$ cat src/hdl/xesd_pkg.sv
`default_nettype none

package xesd_pkg;

  // Depth of the descriptor queue between the front and the back.
  localparam int unsigned QUEUE_DEPTH = 4;

  localparam logic [7:0] CH_AMP   = 8'h26;
  localparam logic [7:0] CH_PLUS  = 8'h2B;
  localparam logic [7:0] CH_HASH  = 8'h23;
  localparam logic [7:0] CH_SEMI  = 8'h3B;
  localparam logic [7:0] CH_SPACE = 8'h20;
  localparam logic [7:0] CH_QUOT  = 8'h22;
  localparam logic [7:0] CH_LT    = 8'h3C;
  localparam logic [7:0] CH_GT    = 8'h3E;
  localparam logic [7:0] CH_ZERO  = 8'h30;
  localparam logic [7:0] CH_NINE  = 8'h39;

  localparam logic [2:0] NAME_COUNT = 3'd5;
  localparam logic [2:0] HELD_MAX   = 3'd4;

  typedef struct packed {
    logic [7:0] in_byte;
    logic       end_of_string;
  } in_item_t;

  typedef struct packed {
    logic [7:0] out_byte;
    logic       byte_valid;
    logic       run_last;
    logic       string_done;
  } out_item_t;

  // One input item's output, as: optional '&', then name_cnt letters of
  // entity name_idx, then an optional tail byte. An item with none of
  // these but eos set yields the empty end marker.
  typedef struct packed {
    logic       lead_amp;
    logic [2:0] name_idx;
    logic [2:0] name_cnt;
    logic       tail_valid;
    logic [7:0] tail_byte;
    logic       eos;
  } desc_t;

  typedef struct packed {
    logic  valid;
    desc_t desc;
  } queue_head_t;

  function automatic logic [7:0] name_char(input logic [2:0] idx, input logic [2:0] pos);
    logic [7:0] c;
    c = 8'h00;
    case (idx)
      3'd0: begin
        case (pos)
          3'd0: c = "a";
          3'd1: c = "m";
          3'd2: c = "p";
          3'd3: c = ";";
          default: c = 8'h00;
        endcase
      end
      3'd1: begin
        case (pos)
          3'd0: c = "q";
          3'd1: c = "u";
          3'd2: c = "o";
          3'd3: c = "t";
          3'd4: c = ";";
          default: c = 8'h00;
        endcase
      end
      3'd2: begin
        case (pos)
          3'd0: c = "l";
          3'd1: c = "t";
          3'd2: c = ";";
          default: c = 8'h00;
        endcase
      end
      3'd3: begin
        case (pos)
          3'd0: c = "g";
          3'd1: c = "t";
          3'd2: c = ";";
          default: c = 8'h00;
        endcase
      end
      3'd4: begin
        case (pos)
          3'd0: c = "n";
          3'd1: c = "b";
          3'd2: c = "s";
          3'd3: c = "p";
          3'd4: c = ";";
          default: c = 8'h00;
        endcase
      end
      default: c = 8'h00;
    endcase
    return c;
  endfunction

  function automatic logic [2:0] name_len(input logic [2:0] idx);
    logic [2:0] n;
    case (idx)
      3'd0:    n = 3'd4;
      3'd1:    n = 3'd5;
      3'd2:    n = 3'd3;
      3'd3:    n = 3'd3;
      3'd4:    n = 3'd5;
      default: n = 3'd0;
    endcase
    return n;
  endfunction

  function automatic logic [7:0] name_glyph(input logic [2:0] idx);
    logic [7:0] g;
    case (idx)
      3'd0:    g = CH_AMP;
      3'd1:    g = CH_QUOT;
      3'd2:    g = CH_LT;
      3'd3:    g = CH_GT;
      3'd4:    g = CH_SPACE;
      default: g = 8'h00;
    endcase
    return g;
  endfunction

endpackage

`default_nettype wire

$ cat src/hdl/xesd_front.sv
`default_nettype none

module xesd_front (
  input  wire logic              clk,
  input  wire logic              rst,
  input  wire logic              accept,
  input  wire xesd_pkg::in_item_t in_item,
  output logic                   push_desc,
  output xesd_pkg::desc_t        desc
);
  import xesd_pkg::*;

  localparam logic [1:0] MODE_PLAIN = 2'd0;
  localparam logic [1:0] MODE_AMP   = 2'd1;
  localparam logic [1:0] MODE_NAME  = 2'd2;
  localparam logic [1:0] MODE_NUM   = 2'd3;

  logic [1:0] mode, mode_next;
  logic [2:0] choice, choice_next;
  logic [2:0] matched, matched_next;
  logic [7:0] value, value_next;
  logic       ended, ended_next;

  logic [7:0] b;
  logic       run_plain;
  logic       first_hit;
  logic [2:0] first_idx;
  logic [2:0] matched_inc;

  assign b = in_item.in_byte;
  assign matched_inc = matched + 3'd1;

  // Which name starts with this letter.
  always_comb begin
    first_hit = 1'b1;
    case (b)
      "a":     first_idx = 3'd0;
      "q":     first_idx = 3'd1;
      "l":     first_idx = 3'd2;
      "g":     first_idx = 3'd3;
      "n":     first_idx = 3'd4;
      default: begin
        first_idx = 3'd0;
        first_hit = 1'b0;
      end
    endcase
  end

  always_comb begin
    mode_next    = mode;
    choice_next  = choice;
    matched_next = matched;
    value_next   = value;
    ended_next   = ended;
    run_plain    = 1'b0;
    desc         = '0;
    desc.eos     = in_item.end_of_string;

    case (mode)
      MODE_PLAIN: begin
        run_plain = 1'b1;
      end
      MODE_AMP: begin
        if (b == CH_HASH) begin
          mode_next  = MODE_NUM;
          value_next = 8'h00;
          ended_next = 1'b0;
        end else if (first_hit) begin
          mode_next    = MODE_NAME;
          choice_next  = first_idx;
          matched_next = 3'd1;
        end else begin
          desc.lead_amp = 1'b1;
          run_plain     = 1'b1;
        end
      end
      MODE_NAME: begin
        if (choice < NAME_COUNT && matched < name_len(choice) &&
            b == name_char(choice, matched)) begin
          matched_next = matched_inc;
          if (matched_inc == name_len(choice)) begin
            desc.tail_valid = 1'b1;
            desc.tail_byte  = name_glyph(choice);
            mode_next       = MODE_PLAIN;
            matched_next    = 3'd0;
          end
        end else begin
          // Flush '&' and the held letters, then treat the byte as text.
          desc.lead_amp = 1'b1;
          desc.name_idx = choice;
          if (choice < NAME_COUNT) begin
            desc.name_cnt = (matched > HELD_MAX) ? HELD_MAX : matched;
          end
          mode_next    = MODE_PLAIN;
          matched_next = 3'd0;
          run_plain    = 1'b1;
        end
      end
      default: begin
        if (b == CH_SEMI) begin
          desc.tail_valid = 1'b1;
          desc.tail_byte  = value;
          mode_next       = MODE_PLAIN;
        end else if (!ended && (b inside {[CH_ZERO:CH_NINE]})) begin
          value_next = (value << 3) + (value << 1) + (b - CH_ZERO);
        end else begin
          ended_next = 1'b1;
        end
      end
    endcase

    if (run_plain) begin
      if (b == CH_AMP) begin
        mode_next = MODE_AMP;
      end else begin
        desc.tail_valid = 1'b1;
        desc.tail_byte  = (b == CH_PLUS) ? CH_SPACE : b;
        mode_next       = MODE_PLAIN;
      end
    end

    if (in_item.end_of_string) begin
      // Flush a pending name; drop a lone '&' or an open numeric entity.
      if (mode_next == MODE_NAME) begin
        desc.lead_amp = 1'b1;
        desc.name_idx = choice_next;
        if (choice_next < NAME_COUNT) begin
          desc.name_cnt = (matched_next > HELD_MAX) ? HELD_MAX : matched_next;
        end
      end
      mode_next    = MODE_PLAIN;
      choice_next  = 3'd0;
      matched_next = 3'd0;
      value_next   = 8'h00;
      ended_next   = 1'b0;
    end

    push_desc = accept && (desc.lead_amp || desc.name_cnt != 3'd0 ||
                           desc.tail_valid || desc.eos);
  end

  always_ff @(posedge clk) begin
    if (rst) begin
      mode    <= MODE_PLAIN;
      choice  <= 3'd0;
      matched <= 3'd0;
      value   <= 8'h00;
      ended   <= 1'b0;
    end else if (accept) begin
      mode    <= mode_next;
      choice  <= choice_next;
      matched <= matched_next;
      value   <= value_next;
      ended   <= ended_next;
    end
  end

endmodule

`default_nettype wire

$ cat src/hdl/xesd_fifo.sv
`default_nettype none

module xesd_fifo #(
  parameter int unsigned DEPTH = xesd_pkg::QUEUE_DEPTH
) (
  input  wire logic                 clk,
  input  wire logic                 rst,
  input  wire logic                 push_desc,
  input  wire xesd_pkg::desc_t      desc,
  output logic                      full,
  input  wire logic                 pop_desc,
  output xesd_pkg::queue_head_t     head
);
  import xesd_pkg::*;

  localparam int unsigned PW = (DEPTH > 1) ? $clog2(DEPTH) : 1;
  localparam int unsigned CW = $clog2(DEPTH + 1);

  desc_t           slots [DEPTH];
  logic [PW-1:0]   wr_ptr;
  logic [PW-1:0]   rd_ptr;
  logic [CW-1:0]   count;
  logic            do_push;
  logic            do_pop;

  assign full       = (count == CW'(DEPTH));
  assign head.valid = (count != '0);
  assign head.desc  = slots[rd_ptr];
  assign do_push    = push_desc && !full;
  assign do_pop     = pop_desc && head.valid;

  always_ff @(posedge clk) begin
    if (do_push) begin
      slots[wr_ptr] <= desc;
    end
  end

  always_ff @(posedge clk) begin
    if (rst) begin
      wr_ptr <= '0;
      rd_ptr <= '0;
      count  <= '0;
    end else begin
      if (do_push) begin
        wr_ptr <= (wr_ptr == PW'(DEPTH - 1)) ? '0 : wr_ptr + 1'b1;
      end
      if (do_pop) begin
        rd_ptr <= (rd_ptr == PW'(DEPTH - 1)) ? '0 : rd_ptr + 1'b1;
      end
      if (do_push && !do_pop) begin
        count <= count + 1'b1;
      end else if (do_pop && !do_push) begin
        count <= count - 1'b1;
      end
    end
  end

endmodule

`default_nettype wire

$ cat src/hdl/xesd_back.sv
`default_nettype none

module xesd_back (
  input  wire logic                  clk,
  input  wire logic                  rst,
  input  wire xesd_pkg::queue_head_t head,
  output logic                       pop_desc,
  output logic                       empty,
  input  wire logic                  pop,
  output xesd_pkg::out_item_t        out_item
);
  import xesd_pkg::*;

  logic [2:0] pos;
  logic [2:0] total;
  logic [2:0] letter;
  logic       load;
  logic       last_beat;
  out_item_t  beat;
  logic       out_valid;
  out_item_t  out_reg;

  assign total = {2'b00, head.desc.lead_amp} + head.desc.name_cnt +
                 {2'b00, head.desc.tail_valid};
  assign letter = pos - {2'b00, head.desc.lead_amp};

  always_comb begin
    beat = '0;
    if (head.desc.lead_amp && pos == 3'd0) begin
      beat.out_byte   = CH_AMP;
      beat.byte_valid = 1'b1;
    end else if (letter < head.desc.name_cnt) begin
      beat.out_byte   = name_char(head.desc.name_idx, letter);
      beat.byte_valid = 1'b1;
    end else if (head.desc.tail_valid) begin
      beat.out_byte   = head.desc.tail_byte;
      beat.byte_valid = 1'b1;
    end
    // An empty descriptor is the end marker: one beat with no byte.
    last_beat        = (total == 3'd0) || (pos == total - 3'd1);
    beat.run_last    = last_beat;
    beat.string_done = last_beat && head.desc.eos;
  end

  assign load     = head.valid && (!out_valid || pop);
  assign pop_desc = load && last_beat;
  assign empty    = !out_valid;
  assign out_item = out_reg;

  always_ff @(posedge clk) begin
    if (load) begin
      out_reg <= beat;
    end
  end

  always_ff @(posedge clk) begin
    if (rst) begin
      out_valid <= 1'b0;
      pos       <= 3'd0;
    end else begin
      if (load) begin
        out_valid <= 1'b1;
        pos       <= last_beat ? 3'd0 : pos + 3'd1;
      end else if (pop) begin
        out_valid <= 1'b0;
      end
    end
  end

endmodule

`default_nettype wire

$ cat src/hdl/xml_entity_stream_decoder_top.sv
// Streaming XML character-entity decoder. Push one string byte per beat
// (with end_of_string on the final byte); pop decoded bytes one beat at a
// time. '+' turns into a space, the named entities amp, quot, lt, gt and
// nbsp and decimal "&#digits;" entities collapse to one byte, and a broken
// name is replayed literally as '&' plus its letters. Every beat popped
// carries run_last on the last byte caused by an input beat and string_done
// on the last byte of the string; a final byte that yields nothing gives one
// marker beat with byte_valid low. The front classifies each input beat in
// the cycle it is accepted, so input runs at one beat per cycle while the
// descriptor queue (DEPTH entries) has room. The back expands each
// descriptor at one output beat per cycle while the receiver pops: an
// input beat yields at most six bytes (on a name flush), and the queue
// absorbs those bursts. A result passes through the descriptor queue and
// then the output register before it shows on the output.

`default_nettype none

module xml_entity_stream_decoder_top #(
  parameter int unsigned DEPTH = xesd_pkg::QUEUE_DEPTH
) (
  input  wire logic               clk,
  input  wire logic               rst,
  input  wire logic               push,
  output logic                    full,
  input  wire xesd_pkg::in_item_t in_item,
  output logic                    empty,
  input  wire logic               pop,
  output xesd_pkg::out_item_t     out_item
);
  import xesd_pkg::*;

  logic        accept;
  logic        push_desc;
  desc_t       desc;
  logic        pop_desc;
  queue_head_t head;

  // Take a beat whenever the queue has room.
  assign accept = push && !full;

  // Front: track entity parse state and describe each beat's output.
  xesd_front u_front (
    .clk       (clk),
    .rst       (rst),
    .accept    (accept),
    .in_item   (in_item),
    .push_desc (push_desc),
    .desc      (desc)
  );

  // Queue: decouple classification from byte-by-byte expansion.
  xesd_fifo #(
    .DEPTH (DEPTH)
  ) u_fifo (
    .clk       (clk),
    .rst       (rst),
    .push_desc (push_desc),
    .desc      (desc),
    .full      (full),
    .pop_desc  (pop_desc),
    .head      (head)
  );

  // Back: walk each descriptor and drive the output register.
  xesd_back u_back (
    .clk      (clk),
    .rst      (rst),
    .head     (head),
    .pop_desc (pop_desc),
    .empty    (empty),
    .pop      (pop),
    .out_item (out_item)
  );

`ifndef SYNTH
  // The front never writes a descriptor the queue cannot hold.
  a_no_overflow: assert property (@(posedge clk) disable iff (rst)
    push_desc |-> !full)
    else $error("descriptor pushed into a full queue");

  // A byte-less beat is only ever the end-of-string marker.
  a_marker_shape: assert property (@(posedge clk) disable iff (rst)
    (!empty && !out_item.byte_valid) |->
      (out_item.run_last && out_item.string_done && out_item.out_byte == 8'h00))
    else $error("malformed end marker beat");

  // The queue only drains descriptors that are there.
  a_pop_has_head: assert property (@(posedge clk) disable iff (rst)
    pop_desc |-> head.valid)
    else $error("descriptor popped from an empty queue");
`endif

endmodule

`default_nettype wire

$ cat config.mk
export PLATFORM = sky130hd
export DESIGN_NAME = xml_entity_stream_decoder_top
export DESIGN_NICKNAME = d
export VERILOG_FILES = /design/src/hdl/xesd_pkg.sv /design/src/hdl/xesd_front.sv /design/src/hdl/xesd_fifo.sv /design/src/hdl/xesd_back.sv /design/src/hdl/xml_entity_stream_decoder_top.sv
export SDC_FILE = /design/constraint.sdc
export NUM_CORES = 1
export LEC_CHECK = 0
export ABC_AREA = 0
export BUFFER_PORTS_ARGS = -buffer_cell sky130_fd_sc_hd__buf_2
export CORE_ASPECT_RATIO = 1.75
export CORE_MARGIN = 5
export CORE_UTILIZATION = 31
export DETAILED_ROUTE_END_ITERATION = 10
export SKIP_CTS_REPAIR_TIMING = 1
export SYNTH_ARGS = -nofsm -noshare
export SYNTH_HDL_FRONTEND = slang
export SYNTH_SLANG_ARGS = --single-unit
$ cat constraint.sdc
create_clock -name clk -period 6.14 [get_ports clk]
set_input_delay 1.228 -clock clk [delete_from_list [all_inputs] [get_ports clk]]
set_output_delay 1.228 -clock clk [all_outputs]
set_load 0.01 [all_outputs]
==> metrics, run 1 <==
CTS tree=done; Placed Area=0.00694 mm2; maximum clock insertion buffer count=2; post-synthesis cell count=618; hold_ws=0.473 ns; register share of total power=40.1%; CTS Buf Count=9; commonest non-fill, non-tap cell in the layout=edfxtp_1; post-route ant nets=0; die height=203 um; sw power=829 uW; CTS H-tree depth=3; RSZ-0062 raised after global routing=false; DRC=0; Main synth FF type=edfxtp_1; initial antenna violation count=0; WL/cell=17.5 um; DR pass1 iterations=4; vias in the first global route=4908; CTS Root Buffer Type=clkbuf_16; Sink Count=109; power per cell area=338 mW/mm2; Worst EP arrival=5.26 ns; Post-Syn Area=0.00660 mm2; clock power share=22.9%; Internal=1.61 mW; crit path max fanout=11; CP startpoint kind=flip-flop; HPWL after DPL=12.0 mm; fin. max-slew vios=0; switch share=34.0%; Worst-path clk slew=0.07 ns; largest net degree at the start of global routing=31; Die Footprint=0.0244 mm2; final setup vio count=0; Initial DRC Count=320; final hold vios=0; syn nets=676; Die X=120 um; Skew-Pair Late Insertion Delay=0.35 ns; via count=4780; GP Congestion=0.865; async set or reset register ratio after synthesis=0%; Core Rows=70; Multi-input gate area=0.00329 mm2; Starting Density=31.5%; Leak Pwr=2.67 nW; commonest non-fill, non-tap cells in the layout=edfxtp_1 (79), nor2_1 (52), inv_1 (45); Buffers on Ports=25; measured slew at the worst slew-check pin=0.862 ns; skew final=0.00892 ns; FMAX=201 MHz; detailed-route vias per instance=5.41; Mean Syn Cell Area=10.7 um2; first-pass GRT wire length=24.9 mm; GR Overflow Total=0; critical path type=flip-flop to flip-flop; layout filler cell count=2085; detailed-route wire length=15.4 mm; fin crit share=81.2%; post-route design area=0.00722 mm2; I/O pins=26; crit path capture type=flip-flop; layout overhead on the synthesized area=9.46%; Required @ worst endpoint=6.42 ns; Inserted Diodes=0; number of synthesized flops with an enable pin=79; Total GRT Usage=13.0%; status=completed; Register Area=0.00297 mm2; Rel. slew slack=42.6%; share of cells above drive strength 1=12.8%; Tot Pwr=2.44 mW; max_cap viols=0; layout net count=684; sequential-to-total area share from yosys stat=45.1%; Hold Crit Class=flip-flop to flip-flop; Core Region=0.0209 mm2; Ys Warns=0; Cell variety after synth=76; Tmin final=4.99 ns; Comb pwr share=37.0%; Synth Register Bits=109; highest ir drop seen on vdd=0.000123 V; TNS Setup=0 ns
[synthesized netlist by cell type (7+ instances only)]
cell type  count  area (um2)
a21oi_1       37         185
a22oi_1       15         113
and2_1         9        56.3
clkbuf_1      23        86.3
dfxtp_1       30         601
edfxtp_1      79        2370
fa_1           7         140
ha_1          38         475
inv_1         45         169
mux2i_1        7        70.1
mux4_2        17         383
nand2_1       29         109
nand2b_1      13        81.3
nand3_1       20         100
nor2_1        52         195
nor2b_1       12        75.1
nor3_1        22         110
o21ai_0       23         115
o22ai_1       10        62.6
xnor2_1        9        78.8
xor2_1        10        87.6
[cell families (layout without fill, tap and decap cells)]
family | Yosys count | after routing | share of synthesized area (%)
fa+ha+maj | 45 | 45 | 9.33
simple gates | 193 | 193 | 15.4
flops | 109 | 109 | 45.1
compound gates | 142 | 142 | 14.9
buf+inv | 82 | 95 | 5.04
xor+xnor | 19 | 19 | 2.52
mux | 28 | 28 | 7.72
[per-stage QoR]
stage,util (%),setup WS [ns],cells
after floorplan,-,1.61,618
after global placement,33.1,1.29,867
after detailed placement,33.1,1.21,867
after CTS,34.5,1.20,883
after global routing,34.5,0.888,883
final,34.5,1.15,883
[power by group through the flow]
stage,Combinational (mW),Clock (mW),Sequential [mW]
CTS,0.914,0.573,0.982
global placement,0.906,0,0.997
detailed placement,0.909,0,0.998
global route,1.01,0.603,0.992
floorplan,0.685,0,0.990
finish,0.902,0.560,0.978
[layer usage]
| metal | up-vias | routed length [um] | GRT usage, % |
|---|---|---|---|
| met3 | 49 | 410 | 1.56 |
| met1 | 2326 | 5360 | 11.8 |
| li1 | 2304 | - | - |
| met2 | 101 | 8770 | 25.7 |
| met4 | 0 | 899 | 8.95 |
| met5 | - | 0 | 0 |
[critical path, cell delays in order, from the launching register on]
cell and delay (ns):
dfxtp_1 0.55, inv_1 0.16, ha_1 0.32, mux2_4 0.32, a22oi_4 0.17, o311ai_1 0.14, mux2_4 0.33, or4_4 0.55
nor2_1 0.20, o2111ai_1 0.35, a41o_1 0.41, nand2_4 0.11, ha_1 0.18, inv_1 0.07, fa_1 0.43, xor2_1 0.15
or3_1 0.31, a21oi_1 0.15
[final timing paths]
kind | slack (ns) | cells after the start | startpoint | endpoint
max | 1.15 | 17 | u_front.matched[1]$_SDFFE_PP0P_ | u_fifo.count[2]$_SDFFE_PP0P_
min | 0.47 | 2 | u_back.out_valid$_SDFFE_PP0P_ | u_back.out_valid$_SDFFE_PP0P_
max reg2reg | 1.15 | 17 | u_front.matched[1]$_SDFFE_PP0P_ | u_fifo.count[2]$_SDFFE_PP0P_
min reg2reg | 0.47 | 2 | u_back.out_valid$_SDFFE_PP0P_ | u_back.out_valid$_SDFFE_PP0P_
[area by class of cell]
class,instances,area share [%]
Tap cell,252,4.37
Inverter,46,2.39
Clock buffer,11,3.22
Multi-Input combinational cell,427,45.6
Timing Repair Buffer,33,2.56
Sequential cell,109,41.2
Clock inverter,5,0.710
[flip-flops by register name (all words and copies together), names as in the netlist, named ones only]
signal	flops
u_front.ended	1
u_back.out_valid	1
u_back.out_item	11
u_front.mode	2
u_front.value	8
u_back.pos	3
u_fifo.slots	68
u_front.choice	3
u_front.matched	3
u_fifo.count	3
u_fifo.rd_ptr	2
u_fifo.wr_ptr	2
Power figures use the tool's default switching activity.
==> inputs of run 2 (changes only) <==
clock period = 4.14 ns   (was 6.14 ns; I/O delays follow)
==> metrics, run 2 (synthesized netlist as in run 1, its figures left out) <==
status=completed; Hold Crit Class=flip-flop to flip-flop; placed cells=927 (+6.9%); critical path type=flip-flop to flip-flop; Tot Pwr=3.67 mW (+50%); die height=203 um (unchanged); CTS tree=done; measured slew at the worst slew-check pin=0.846 ns (-0.0159 ns); via count=5041 (+5.5%); final setup vio count=0 (unchanged); RSZ-0062 raised after global routing=true; detailed-route wire length=16.1 mm (+4.2%); Inserted Diodes=0 (unchanged); worst setup margin=0.0803 ns (-1.07 ns); post-route design area=0.00782 mm2 (+8.3%); WL/cell=17.0 um (-3.0%); Tmin final=4.06 ns (-0.927 ns); CTS Buf Count=9 (unchanged); HPWL after DPL=12.7 mm (+5.7%); vias in the first global route=5115 (+4.2%); Sink Count=109 (unchanged); Initial DRC Count=274 (-14%); CTS Root Buffer Type=clkbuf_16; crit path max fanout=6 (-5); largest net degree at the start of global routing=31 (unchanged); CP startpoint kind=flip-flop; Placed Area=0.00743 mm2 (+7.1%); CTS H-tree depth=3 (unchanged); detailed-route vias per instance=5.31 (-1.9%); crit path capture type=flip-flop; Die Footprint=0.0244 mm2 (unchanged); commonest non-fill, non-tap cell in the layout=edfxtp_1; Core Rows=70 (unchanged); commonest non-fill, non-tap cells in the layout=edfxtp_1 (79), buf_4 (73), nor2_1 (50); most flop-heavy register=u_fifo.slots; DR pass1 iterations=5 (+1); Worst EP arrival=4.33 ns (-0.93 ns); Die X=120 um (unchanged); Required @ worst endpoint=4.41 ns (-2.01 ns); Skew-Pair Late Insertion Delay=0.35 ns (about the same); fin crit share=98.1% (+17 points); I/O pins=26 (unchanged); Buffers on Ports=25 (unchanged); highest ir drop seen on vdd=0.000204 V (+66%); share of cells above drive strength 1=24.2% (+11 points); layout net count=750 (+9.6%); GP Congestion=0.863 (-0.21%); initial antenna violation count=0 (unchanged); power per cell area=469 mW/mm2 (+39%); Starting Density=31.5% (unchanged); final hold vios=0 (unchanged); first-pass GRT wire length=25.8 mm (+3.5%); GR Overflow Total=0 (unchanged); fin cells=949 (+7.5%); skew final=0.0104 ns (+0.00149 ns); hold_ws=0.472 ns (-0.00174 ns); Worst-path clk slew=0.07 ns (about the same); fin. max-slew vios=0 (unchanged); post-route ant nets=0 (unchanged); Setup WS pre-CTS=-0.0618 ns (-1.28 ns); max reg flops=68 (unchanged); layout overhead on the synthesized area=18.5%; max_cap viols=0 (unchanged); Leak Pwr=3.00 nW (+12%); Rel. slew slack=43.2% (+0.68 points); maximum clock insertion buffer count=2 (unchanged); DRC=0 (unchanged); Total GRT Usage=13.4% (+0.49 points); FMAX=246 MHz (+23%); Core Region=0.0209 mm2 (unchanged)
[run 2: cell types whose count changed in the layout (fill, tap and decap cells not counted), moves of 2 or more]
cell	previous run	this run
buf_4	8	73
clkinv_1	3	0
clkinvlp_4	0	4
dfxtp_1	30	26
dfxtp_2	0	2
dfxtp_4	0	2
ha_1	38	34
ha_4	0	3
inv_1	45	42
inv_2	0	2
nor2_1	52	50
[run 2: critical path, cell delays in order, from the launching register on]
cell	delay (ns)
dfxtp_4	0.38
clkinvlp_4	0.14
ha_4	0.20
mux2_4	0.30
a22oi_4	0.15
o311ai_2	0.13
mux2_4	0.33
or4_4	0.54
o41ai_4	0.45
nand3_4	0.12
o211ai_4	0.24
nand2_4	0.09
ha_4	0.17
inv_2	0.05
fa_2	0.19
xor2_1	0.06
or3_1	0.32
a21oi_2	0.11
[run 2: metrics by stage]
step | utilization, % | setup TNS, ns
finish | 37.4 | 0
global route | 37.4 | -0.208
CTS | 36.8 | -0.0753
detailed placement | 35.5 | -0.0618
global placement | 35.5 | -0.0457
floorplan | - | 0
[run 2: layer usage]
layer / vias up / wire, um / track usage, %
li1: 2430 / - / -
met3: 55 / 336 / 1.34
met1: 2429 / 5440 / 12.4
met2: 127 / 9420 / 26.8
met4: 0 / 896 / 9.28
met5: - / 0 / 0
[run 2: report_power, final]
part / total, mW / switching [mW] / leakage, nW / internal (mW)
registers: 1.44 / 0.0632 / 0.983 / 1.37
logic: 1.46 / 0.828 / 1.90 / 0.631
clock network: 0.775 / 0.367 / 0.119 / 0.408
[run 2: final timing paths]
check                                                     end  depth (start not counted)  slack, ns                             from
worst max-delay path             u_fifo.count[2]$_SDFFE_PP0P_                         17       0.08  u_front.matched[0]$_SDFFE_PP0P_
worst min-delay path            u_back.out_valid$_SDFFE_PP0P_                          2       0.47    u_back.out_valid$_SDFFE_PP0P_
worst max register to register   u_fifo.count[2]$_SDFFE_PP0P_                         17       0.08  u_front.matched[0]$_SDFFE_PP0P_
worst min register to register  u_back.out_valid$_SDFFE_PP0P_                          2       0.47    u_back.out_valid$_SDFFE_PP0P_
[run 2: layout make-up]
type,instances,area [um2]
fillers,2027,13100
well taps,252,315
clock inverters,4,27.5
flip-flops and latches,109,2980
multi-input cells,427,3390
clock buffers,12,236
repair buffers,99,693
inverters,46,178
